--- config.mk ---
export PLATFORM = sky130hd
export DESIGN_NAME = flg_ctrl
export DESIGN_NICKNAME = d
export VERILOG_FILES = /design/src/rtl/flg_pkg.sv /design/src/rtl/flg_ctrl.sv
export SDC_FILE = /design/constraint.sdc
export NUM_CORES = 1
export LEC_CHECK = 0
export BUFFER_PORTS_ARGS = -buffer_cell sky130_fd_sc_hd__buf_2
export CAP_MARGIN = 20
export CORE_ASPECT_RATIO = 0.9
export CORE_MARGIN = 1
export CORE_UTILIZATION = 48
export DETAILED_ROUTE_END_ITERATION = 12
export PLACE_DENSITY = 0.81
export SLEW_MARGIN = 20
export SYNTH_ARGS = -nofsm -noshare
export SYNTH_HDL_FRONTEND = slang
export SYNTH_SLANG_ARGS = --single-unit
--- constraint.sdc ---
create_clock -name clk -period 1.85 [get_ports clk]
set_clock_uncertainty 0.05 [all_clocks]
set_input_delay 0.0925 -clock clk [delete_from_list [all_inputs] [get_ports clk]]
set_output_delay 0.0925 -clock clk [all_outputs]
set_load 0.02 [all_outputs]
--- src/rtl/flg_pkg.sv ---
// Shared types, codes and constants of the swept flanger.
package flg_pkg;

  // Configuration port
  localparam int CFG_IDX_W  = 3;
  localparam int CFG_DATA_W = 20;

  typedef enum logic [CFG_IDX_W-1:0] {
    REG_PHASE_STEP    = 3'd0,
    REG_BASE_DELAY    = 3'd1,
    REG_SWEEP_DEPTH   = 3'd2,
    REG_FEEDBACK_GAIN = 3'd3,
    REG_WET_MIX       = 3'd4
  } cfg_reg_t;

  localparam logic [19:0] RST_PHASE_STEP    = 20'd26844;
  localparam logic [9:0]  RST_BASE_DELAY    = 10'd48;
  localparam logic [17:0] RST_SWEEP_DEPTH   = 18'd43008;
  localparam logic [15:0] RST_FEEDBACK_GAIN = 16'd19661;
  localparam logic [16:0] RST_WET_MIX       = 17'd32768;

  // Delay in Q.8 samples before the wrap, and the number of wrap steps.
  // The delay stays below 2^19 and the line holds at least 64 samples,
  // so the quotient has at most five bits.
  localparam int D_W       = 19;
  localparam int MOD_STEPS = 5;
  localparam int STEP_W    = 3;

  // Signed width of the shared multiplier's second operand
  localparam int MB_W = 18;

  // Quarter-wave sine polynomial coefficients
  localparam logic [16:0] SIN_C7 = 17'd307;
  localparam logic [16:0] UNITY  = 17'd65536;

  function automatic logic [16:0] poly_coef(input logic [STEP_W-1:0] k);
    logic [16:0] c;
    case (k)
      3'd0:    c = 17'd5223;
      3'd1:    c = 17'd42334;
      3'd2:    c = 17'd102944;
      default: c = 17'd0;
    endcase
    return c;
  endfunction

  typedef enum logic [4:0] {
    ST_CLEAR,
    ST_IDLE,
    ST_SQ_M,
    ST_SQ_A,
    ST_POLY_M,
    ST_POLY_A,
    ST_SIN_M,
    ST_LFO_A,
    ST_SWP_M,
    ST_DLY_A,
    ST_MOD,
    ST_RPT,
    ST_RD0,
    ST_INT0,
    ST_INT1,
    ST_INT_A,
    ST_FB_M,
    ST_FB_A,
    ST_WRITE,
    ST_WET_M,
    ST_OUT
  } state_t;

  typedef enum logic [4:0] {
    OP_NONE,
    OP_CLR,
    OP_ACCEPT,
    OP_SQ_M,
    OP_SQ_A,
    OP_POLY_M,
    OP_POLY_A,
    OP_SIN_M,
    OP_LFO_A,
    OP_SWP_M,
    OP_DLY_A,
    OP_MOD,
    OP_RPT,
    OP_RD0,
    OP_INT0,
    OP_INT1,
    OP_INT_A,
    OP_FB_M,
    OP_FB_A,
    OP_WRITE,
    OP_WET_M,
    OP_OUT
  } op_t;

  typedef struct packed {
    op_t               op;
    logic [STEP_W-1:0] step;
  } cmd_t;

  typedef struct packed {
    logic clr_last;
  } status_t;

endpackage

--- src/rtl/flg_ctrl.sv ---
// Sequencer of the flanger: clearing pass, per-item step sequence, handshakes.
module flg_ctrl import flg_pkg::*; (
  input  logic    clk,
  input  logic    rst_n,
  input  logic    in_valid,
  output logic    in_stall,
  output logic    out_valid,
  input  logic    out_stall,
  input  status_t st,
  output cmd_t    cmd
);

  state_t            state_r, state_nxt;
  logic [STEP_W-1:0] cnt_r, cnt_nxt;
  logic              out_valid_r, out_valid_nxt;
  logic              out_free;

  assign out_free = !out_valid_r || !out_stall;

  always_ff @(posedge clk) begin
    if (!rst_n) begin
      state_r     <= ST_CLEAR;
      cnt_r       <= '0;
      out_valid_r <= 1'b0;
    end else begin
      state_r     <= state_nxt;
      cnt_r       <= cnt_nxt;
      out_valid_r <= out_valid_nxt;
    end
  end

  // Next state and step counter
  always_comb begin
    state_nxt = state_r;
    cnt_nxt   = cnt_r;
    case (state_r)
      ST_CLEAR: if (st.clr_last) state_nxt = ST_IDLE;
      ST_IDLE:  if (in_valid) state_nxt = ST_SQ_M;
      ST_SQ_M:  state_nxt = ST_SQ_A;
      ST_SQ_A: begin
        state_nxt = ST_POLY_M;
        cnt_nxt   = '0;
      end
      ST_POLY_M: state_nxt = ST_POLY_A;
      ST_POLY_A: begin
        if (cnt_r == STEP_W'(2)) begin
          state_nxt = ST_SIN_M;
        end else begin
          state_nxt = ST_POLY_M;
          cnt_nxt   = cnt_r + 1'b1;
        end
      end
      ST_SIN_M: state_nxt = ST_LFO_A;
      ST_LFO_A: state_nxt = ST_SWP_M;
      ST_SWP_M: state_nxt = ST_DLY_A;
      ST_DLY_A: begin
        state_nxt = ST_MOD;
        cnt_nxt   = STEP_W'(MOD_STEPS - 1);
      end
      ST_MOD: begin
        if (cnt_r == '0) begin
          state_nxt = ST_RPT;
        end else begin
          cnt_nxt = cnt_r - 1'b1;
        end
      end
      ST_RPT:   state_nxt = ST_RD0;
      ST_RD0:   state_nxt = ST_INT0;
      ST_INT0:  state_nxt = ST_INT1;
      ST_INT1:  state_nxt = ST_INT_A;
      ST_INT_A: state_nxt = ST_FB_M;
      ST_FB_M:  state_nxt = ST_FB_A;
      ST_FB_A:  state_nxt = ST_WRITE;
      ST_WRITE: state_nxt = ST_WET_M;
      ST_WET_M: state_nxt = ST_OUT;
      ST_OUT:   if (out_free) state_nxt = ST_IDLE;
      default:  state_nxt = ST_IDLE;
    endcase
  end

  // Commands and handshake outputs
  always_comb begin
    cmd.op        = OP_NONE;
    cmd.step      = cnt_r;
    in_stall      = (state_r != ST_IDLE);
    out_valid_nxt = out_valid_r && out_stall;
    case (state_r)
      ST_CLEAR:  cmd.op = OP_CLR;
      ST_IDLE:   if (in_valid) cmd.op = OP_ACCEPT;
      ST_SQ_M:   cmd.op = OP_SQ_M;
      ST_SQ_A:   cmd.op = OP_SQ_A;
      ST_POLY_M: cmd.op = OP_POLY_M;
      ST_POLY_A: cmd.op = OP_POLY_A;
      ST_SIN_M:  cmd.op = OP_SIN_M;
      ST_LFO_A:  cmd.op = OP_LFO_A;
      ST_SWP_M:  cmd.op = OP_SWP_M;
      ST_DLY_A:  cmd.op = OP_DLY_A;
      ST_MOD:    cmd.op = OP_MOD;
      ST_RPT:    cmd.op = OP_RPT;
      ST_RD0:    cmd.op = OP_RD0;
      ST_INT0:   cmd.op = OP_INT0;
      ST_INT1:   cmd.op = OP_INT1;
      ST_INT_A:  cmd.op = OP_INT_A;
      ST_FB_M:   cmd.op = OP_FB_M;
      ST_FB_A:   cmd.op = OP_FB_A;
      ST_WRITE:  cmd.op = OP_WRITE;
      ST_WET_M:  cmd.op = OP_WET_M;
      ST_OUT: begin
        // hold the result until the output register is free
        if (out_free) begin
          cmd.op        = OP_OUT;
          out_valid_nxt = 1'b1;
        end
      end
      default:   cmd.op = OP_NONE;
    endcase
  end

  assign out_valid = out_valid_r;

endmodule

==> results of run 1 <==
==> final cells by class <==
cell class / instances / area [um2]
Multi-Input combinational cell: 78 / 584
Fill cell: 128 / 543
Sequential cell: 9 / 181
Timing Repair Buffer: 20 / 123
Tap cell: 22 / 27.5
Clock buffer: 4 / 26.3
Inverter: 3 / 11.3
==> sequential cells by signal (all words and copies together) (netlist names) <==
name and flops:
out_valid 1, state_r 5, cnt_r 3
==> cell usage in the layout, fill, tap and decap left out, types with 2 or more instances in the layout <==
cell / n
o21a_1: 3
and2_1: 4
dfxtp_1: 8
inv_1: 3
mux2i_1: 3
nor2_1: 6
a21boi_0: 3
buf_2: 14
nor2b_1: 3
buf_6: 2
nand2b_1: 3
nand3_1: 3
nand4_1: 2
clkbuf_4: 3
o21ai_0: 6
a21oi_1: 4
buf_4: 4
nand2_1: 8
nand3b_1: 2
and3_1: 3
==> kinds of logic (layout without fill, tap and decap cells) <==
family / after synthesis / in the layout / synth area share, %
and+or+nand+nor: 43 / 43 / 32.1
buffers and inverters: 11 / 27 / 7.12
adders and majority gates: 1 / 1 / 1.58
muxes: 4 / 4 / 5.70
DFF: 9 / 9 / 22.8
xor gates and xnor gates: 2 / 2 / 2.22
AOI/OAI and AO/OA: 28 / 28 / 28.5
==> report_power, final <==
group / leakage [nW] / total [W] / internal [W] / switching [W]
Clock: 0.0150 / 0.000156 / 0.0000834 / 0.0000722
Sequential: 0.0731 / 0.000209 / 0.000202 / 0.00000680
Combinational: 0.281 / 0.000156 / 0.0000657 / 0.0000902
Total: 0.369 / 0.000520 / 0.000351 / 0.000169
==> metal layers <==
layer  GRT usage [%]  vias up
met3            6.76        4
li1                -      393
met5               0        -
met4            4.55        0
met2            40.8       20
met1            29.6      396
==> worst max path at each step <==
stage | start | endpoint | slack [ns] | cells past startpoint
floorplan | state_r[0] | cnt_r[2] | -0.009 | 9
global placement | state_r[0] | cnt_r[2] | 0.09 | 8
detailed placement | state_r[0] | cnt_r[2] | 0.03 | 8
CTS | state_r[0] | cnt_r[2] | 0.01 | 8
global route | state_r[2] | cnt_r[0] | 0.004 | 5
finish | state_r[0] | cnt_r[2] | 0.08 | 8
==> metrics by stage <==
step,utilization (%),std cells,total power (W)
after floorplan,-,98,0.000328
after global placement,59.5,132,0.000356
after detailed placement,59.5,132,0.000360
after global routing,63.7,136,0.000547
final,63.7,136,0.000520
after CTS,61.3,136,0.000514
==> worst register-to-register path, stage by stage (launching register included) <==
cell and delay (ns):
dfxtp_2 0.32, nand4bb_4 0.23, nor2_4 0.11, xor2_1 0.08, ha_2 0.19, o21ai_2 0.10, nand2_1 0.06, a221o_1 0.31
o221a_2 0.22
==> results.yml, run 1 <==
run_status:
  status: "finished clean"
place:
  place_ws_ns: 0.0272
  gp_congestion: 0.834
  placed_area_um2: 891
  hpwlAfterDp_mm: 1.35
  portBuffers: 14
sta:
  hold_viol: 0
  worst_slew_pin_slew_ns: 0.370
  finalCriticalPeriod_ns: 1.77
  slew_headroom_pct: 75.2
  setup_viol: 0
  drv_slew: 0
  setup_slack_ns: 0.0756
  max_freq_mhz: 564
  whs_ns: 0.106
  finalCritPeriodShare_pct: 95.9
  tns_ns: 0
  grt_setup_unrepaired: "no"
logic_synthesis:
  synth_edf_count: 0
  yosys-top-cells-count: "dfxtp_1, nand2_1, nor2_1, o21ai_0, buf_2"
  synth.most_common_cell: "dfxtp_1"
  seq_area_frac_synth_pct: 22.8
  yosys.area.top_type: "dfxtp_1"
  avgSynthCellArea_um2: 8.07
  synth-seq-cells: 9
  ys_types: 42
  synthTopCellsByArea: "dfxtp_1, o21ai_0, buf_2, mux2i_1, nand2_1"
  synth_cells: 98
  async_reset_ff_share_pct: 0
  synth_top_area_share_pct: 22.8
  synth_flop_cell: "dfxtp_1"
  synth_area_um2: 791
  syn_nets: 104
  ys.warnings.count: 0
grt:
  grt_max_degree: 21
  grt_pass1_vias: 700
  track_usage_pct: 23.6
  grt_overflow_total: 0
  grt_pass1_wl_mm: 3.06
  grt_antenna_before_repair: 0
route:
  finalWirelength_mm: 1.96
  ant_nets: 0
  met2_length_um: 964
  drtPass1Iterations: 4
  via_per_inst: 5.98
  met1_length_um: 899
  vias: 813
  wl_met3_um: 83
  detail_route.iter0.violations: 31
  drcViolationCount: 0
  top_layer_used: "met4"
  wl_per_cell_um: 14.4
critical_path:
  worstPathMaxFanout: 3
  rrSetupSlack_ns: 0.08
  path_cells: "nand4bb_4 > nor2_4 > xor2_1 > ha_2 > o21ai_2 > nand2_1 > a221o_1 > o221a_2"
  r2r-start: "state_r[0]"
  reg2reg_to: "cnt_r[2]"
  worst_ep_required_time_ns: 1.96
  crit_path_max_incr_delay_ns: 0.32
  rr_worst_depth: 8
  cp_top_family: "compound AO/OA/AOI/OAI gates"
  critPathSlowestCell: "dfxtp_2"
  worstPathArrival_ns: 1.88
  end_kind: "flip-flop"
  worstSetupPathType: "flip-flop to flip-flop"
  worst_setup_path_start_kind: "flip-flop"
  cp_num_buf_inv: 0
clocking:
  clkSlewWorstSetupHoldPaths_ns: 0.06
  htree_num_levels: 1
  cts_tree: "done"
  ctsHoldBuffers: 0
  cts_root_buf: "clkbuf_4"
  clk_latency_ns: 0.26
  cts_resized: 0
  clock_sinks: 9
  cts_buffers: 3
  cts_setup_buffers: 0
  cts_max_path_buffers: 2
die:
  die_x_um: 44.8
  core_mm2: 0.00150
  num_rows: 13
  die_area_mm2: 0.00181
  start_util_pct: 52.8
  io_pins: 15
  fp.dieH_um: 40.5
min_path:
  hp-start: "rst_n"
  hold_class: "primary input to flip-flop"
  hold_end: "state_r[0]"
  holdPathStages: 2
power_and_ir_drop:
  p_per_area_mw_per_mm2: 546
  ir_worst_vdd_mv: 0.476
  p_leak_nw: 0.369
cells_and_area:
  fin_nets: 121
  syn_to_final_growth_pct: 20.6
  diodes: 0
  drive_above_1_share_pct: 30.7
  design_area_um2: 953
flow_run:
  max_cap_viol_count: 0
Power figures use the tool's default switching activity.
==> inputs of run 2 (changes only) <==
--- a/config.mk
+++ b/config.mk
@@ -8,11 +8,11 @@
 export BUFFER_PORTS_ARGS = -buffer_cell sky130_fd_sc_hd__buf_2
 export CAP_MARGIN = 20
 export CORE_ASPECT_RATIO = 0.9
-export CORE_MARGIN = 1
+export CORE_MARGIN = 5
 export CORE_UTILIZATION = 48
 export DETAILED_ROUTE_END_ITERATION = 12
+export GPL_ROUTABILITY_DRIVEN = 1
 export PLACE_DENSITY = 0.81
-export SLEW_MARGIN = 20
 export SYNTH_ARGS = -nofsm -noshare
 export SYNTH_HDL_FRONTEND = slang
 export SYNTH_SLANG_ARGS = --single-unit
==> run 2 against run 1 <==
  * Largest power group unchanged
  * Cell count rose by 0.74%
  * Sequential share of layout area down 0.12 points
  * Sequential cell count stayed put
  * Largest cell class unchanged
  * Global-route usage down 6.2 points
  * Non-clock buffer count rose by 1
  * Critical endpoint unchanged
  * Routed wire length up 4.9%
  * First-iteration DRC count decreased by 13%
==> results.yml, run 2 (synthesized netlist as in run 1, its figures left out) <==
run_status:
  status: "finished clean"
grt:
  grt_overflow_total: 0
  grt_max_degree: 21
  grt_pass1_vias: 822
  grt_pass1_wl_mm: 3.50
  grt_antenna_before_repair: 0
  track_usage_pct: 17.4
route:
  top_layer_used: "met4"
  wl_per_cell_um: 15.0
  vias: 816
  drcViolationCount: 0
  finalWirelength_mm: 2.06
  via_per_inst: 5.96
  drtPass1Iterations: 4
  met1_length_um: 905
  detail_route.iter0.violations: 27
  met2_length_mm: 1.01
  wl_met3_um: 117
  ant_nets: 0
critical_path:
  cp_num_buf_inv: 0
  worstPathArrival_ns: 1.94
  critPathSlowestCell: "dfxtp_2"
  path_cells: "nand4bb_4 > nor2_4 > xor2_1 > ha_2 > o21ai_2 > nand2_1 > a221o_1 > o221a_2"
  end_kind: "flip-flop"
  crit_path_max_incr_delay_ns: 0.32
  reg2reg_to: "cnt_r[2]"
  worst_ep_required_time_ns: 1.97
  cp_top_family: "compound AO/OA/AOI/OAI gates"
  rrSetupSlack_ns: 0.02
  worstPathMaxFanout: 3
  worst_setup_path_start_kind: "flip-flop"
  r2r-start: "state_r[2]"
  worstSetupPathType: "flip-flop to flip-flop"
  rr_worst_depth: 8
die:
  io_pins: 15
  num_rows: 13
  fp.dieH_um: 48.5
  core_mm2: 0.00150
  die_x_um: 52.8
  die_area_mm2: 0.00256
  start_util_pct: 52.8
cells_and_area:
  final_common_cell: "buf_2"
  fillers: 130
  top_register: "state_r"
  multi_input_area_um2: 587
  syn_to_final_growth_pct: 21.4
  finalCoreUtilization_pct: 64.1
  drive_above_1_share_pct: 32.2
  diodes: 0
  layout_common_cells: "buf_2, nand2_1, dfxtp_1"
  fin_nets: 122
  fin_cells: 137
  ff_latch_area_um2: 181
  largest_reg_flops: 5
sta:
  setup_viol: 0
  max_freq_mhz: 547
  grt_setup_unrepaired: "yes"
  finalCriticalPeriod_ns: 1.83
  slew_headroom_pct: 77.3
  tns_ns: 0
  finalCritPeriodShare_pct: 98.9
  drv_slew: 0
  worst_slew_pin_slew_ns: 0.339
  hold_viol: 0
place:
  dp.cells: 132
  hpwlAfterDp_mm: 1.48
  gp_congestion: 0.807
  portBuffers: 14
min_path:
  hold_class: "primary input to flip-flop"
  hold_end: "state_r[0]"
  hp-start: "rst_n"
  holdPathStages: 2
power_and_ir_drop:
  total_power_w: 0.000530
  p_per_area_mw_per_mm2: 552
  p_leak_nw: 0.373
  ir_worst_vdd_mv: 0.380
clocking:
  clock_sinks: 9
  htree_num_levels: 1
  cts_max_path_buffers: 2
  clk_latency_ns: 0.27
  cts_buffers: 3
  cts_root_buf: "clkbuf_4"
  cts_tree: "done"
  clkSlewWorstSetupHoldPaths_ns: 0.07
flow_run:
  max_cap_viol_count: 0
-- run 2: cell count changes in the layout (fill, tap and decap cells not counted), sizes merged --
cell	delta
buf	+1
-- run 2: area by class of cell --
type | count | share of cell area, %
multi-input combinational | 78 | 61.1
sequential | 9 | 18.9
timing repair buffer | 21 | 13.2
tap | 22 | 2.87
clock buffer | 4 | 2.74
inverter | 3 | 1.17
-- run 2: worst reg2reg max path: cells and delay by family, from the launching register on --
family | cells | cell delay, ns
compound gates | 3 | 0.64
xor+xnor | 1 | 0.08
fa+ha+maj | 1 | 0.19
flops | 1 | 0.32
simple gates | 3 | 0.45
-- run 2: worst max-delay path by stage --
stage | from | to | slack (ns) | cells past startpoint
floorplan | state_r[0] | cnt_r[2] | -0.009 | 9
global placement | state_r[0] | cnt_r[2] | 0.09 | 8
detailed placement | state_r[0] | cnt_r[2] | -0.06 | 8
CTS | state_r[2] | cnt_r[2] | 0.03 | 8
global route | state_r[2] | cnt_r[2] | -0.05 | 8
finish | state_r[2] | cnt_r[2] | 0.02 | 8
-- run 2: metrics by stage --
stage	setup WS [ns]	hold slack (ns)	instance area, um2
after floorplan	-0.00894	0.211	800
after global placement	0.0855	0.373	891
after detailed placement	-0.0555	0.392	891
after CTS	0.0255	0.116	923
after global routing	-0.0520	0.128	960
final	0.0208	0.117	960
-- run 2: timing repair --
item,in CTS,in global routing
pin swaps,2,1
buffers inserted,0,1
endpoints found under the setup margin,1,2
hold buffers,0,0
resized for setup,2,5
endpoints found under the hold margin,0,0
-- run 2: power breakdown --
group          internal (W)  total, W  switching, W
Clock             0.0000836  0.000163     0.0000796
Combinational     0.0000670  0.000159     0.0000915
Sequential         0.000201  0.000208    0.00000700
Total              0.000352  0.000530      0.000178
-- run 2: layer usage --
metal	global-route usage (%)	up-vias
li1	-	400
met1	21.8	377
met2	27.3	34
met3	3.36	5
met4	9.79	0
met5	0	-
==> inputs of run 3 (changes only) <==
--- a/config.mk
+++ b/config.mk
@@ -12,6 +12,7 @@
 export CORE_UTILIZATION = 48
 export DETAILED_ROUTE_END_ITERATION = 12
 export GPL_ROUTABILITY_DRIVEN = 1
+export GPL_TIMING_DRIVEN = 0
 export PLACE_DENSITY = 0.81
 export SYNTH_ARGS = -nofsm -noshare
 export SYNTH_HDL_FRONTEND = slang
==> run 3 against run 2 <==
  * The flow now finishes with violations (setup timing)
  * Critical endpoint unchanged
  * Clock power about the same
  * Fmax is 2.9% lower
  * Routed wire length fell by 3.7%
  * Highest routed layer unchanged
  * First-iteration DRC count shrank 26%
  * Count of clock-buffer cells in the layout stayed put
==> results.yml, run 3 (synthesized netlist as in run 1, its figures left out) <==
run_status:
  status: "complete, but fails checks"
  violations: "setup timing"
cells_and_area:
  layout_common_cells: "buf_2, nand2_1, nor2_1, o21ai_0, dfxtp_1"
  multi_input_area_um2: 584
  fin_cells: 141
  fin_nets: 126
  final_common_cell: "buf_2"
  largest_reg_flops: 5
  ff_latch_area_um2: 186
  drive_above_1_share_pct: 34.5
  diodes: 0
  syn_to_final_growth_pct: 23.7
  fillers: 137
  top_register: "state_r"
route:
  vias: 832
  ant_nets: 0
  met1_length_um: 949
  finalWirelength_mm: 1.98
  met2_length_um: 912
  via_per_inst: 5.90
  top_layer_used: "met4"
  wl_met3_um: 93
  wl_per_cell_um: 14.1
  drtPass1Iterations: 4
  drcViolationCount: 0
  detail_route.iter0.violations: 20
grt:
  grt_pass1_wl_mm: 3.16
  grt_antenna_before_repair: 0
  grt_overflow_total: 0
  track_usage_pct: 15.9
  grt_pass1_vias: 719
  grt_max_degree: 11
place:
  gp_congestion: 0.867
  dp.cells: 134
  hpwlAfterDp_mm: 1.38
  portBuffers: 14
critical_path:
  rrSetupSlack_ns: -0.03
  crit_path_max_incr_delay_ns: 0.36
  worstSetupPathType: "flip-flop to flip-flop"
  critPathSlowestCell: "dfxtp_4"
  end_kind: "flip-flop"
  worstPathArrival_ns: 1.99
  worst_ep_required_time_ns: 1.96
  worstPathMaxFanout: 4
  path_cells: "nand4bb_4 > nor2_4 > xor2_1 > ha_2 > o21ai_2 > nand2_1 > a221o_1 > o221a_2"
  worst_setup_path_start_kind: "flip-flop"
clocking:
  clk_latency_ns: 0.27
  cts_tree: "done"
  cts_max_path_buffers: 2
  cts_root_buf: "clkbuf_4"
  clkSlewWorstSetupHoldPaths_ns: 0.06
  ctsHoldBuffers: 0
  htree_num_levels: 1
  clock_sinks: 9
  cts_buffers: 3
die:
  num_rows: 13
  start_util_pct: 52.8
  io_pins: 15
  fp.dieH_um: 48.5
  core_mm2: 0.00150
  die_area_mm2: 0.00256
  die_x_um: 52.8
power_and_ir_drop:
  p_per_area_mw_per_mm2: 551
  ir_worst_vdd_mv: 0.305
  p_leak_nw: 0.389
sta:
  slew_headroom_pct: 73.7
  finalCritPeriodShare_pct: 102
  grt_setup_unrepaired: "yes"
  drv_slew: 0
  finalCriticalPeriod_ns: 1.88
  setup_slack_ns: -0.0330
  max_freq_mhz: 531
  hold_viol: 0
  whs_ns: 0.0618
  worst_slew_pin_slew_ns: 0.395
  setup_viol: 1
min_path:
  hold_class: "primary input to flip-flop"
flow_run:
  max_cap_viol_count: 0
==> run 3: final cells by class <==
class                           count  area share, %
Timing Repair Buffer               18           10.2
Tap cell                           22           2.81
Clock buffer                        4           2.69
Multi-Input combinational cell     78           59.7
Sequential cell                     9           19.1
Inverter                            3           1.15
Buffer                              7           4.35
==> run 3: path summary, 6_finish.rpt <==
check | from | endpoint | depth (start not counted)
hold reg to reg | cnt_r[0] | cnt_r[0] | 2
setup / recovery | state_r[0] | cnt_r[2] | 8
setup reg to reg | state_r[0] | cnt_r[2] | 8
hold / removal | rst_n | cnt_r[0] | 3
==> run 3: repair_timing <==
item	CTS	global route
pin swaps	2	3
setup endpoints to repair	1	5
buffers inserted	1	3
gates resized for setup	5	4
==> run 3: power breakdown <==
group          leakage, nW  switching [W]  total (W)  internal (W)
combinational        0.300      0.0000890   0.000164     0.0000746
sequential          0.0744      0.0000114   0.000214      0.000203
clock               0.0150      0.0000777   0.000161     0.0000835
total                0.389       0.000178   0.000539      0.000361
==> run 3: worst max-delay path: cells and delay by family, from the launching register on <==
family	cells	cell delay (ns)
AO/OA/AOI/OAI	3	0.63
XOR/XNOR	1	0.07
adder cells (fa/ha/maj)	1	0.20
flip-flops	1	0.36
AND/OR/NAND/NOR	3	0.45
==> run 3: metrics by stage <==
step	power, W	setup TNS (ns)	worst slack, ns	utilization [%]	cell area (um2)
final	0.000539	-0.0330	-0.0330	65.4	978
after global routing	0.000569	-0.182	-0.115	65.4	978
after CTS	0.000525	0	0.000901	63.2	946
after detailed placement	0.000365	-0.155	-0.155	59.9	897
after global placement	0.000363	-0.124	-0.124	59.9	897
after floorplan	0.000328	-0.00894	-0.00894	-	800
==> run 3: per-layer routing <==
layer / global-route usage (%) / vias to the layer above
met4: 6.81 / 0
met2: 23.3 / 33
li1: - / 404
met3: 3.06 / 6
met5: 0 / -
met1: 22.2 / 389
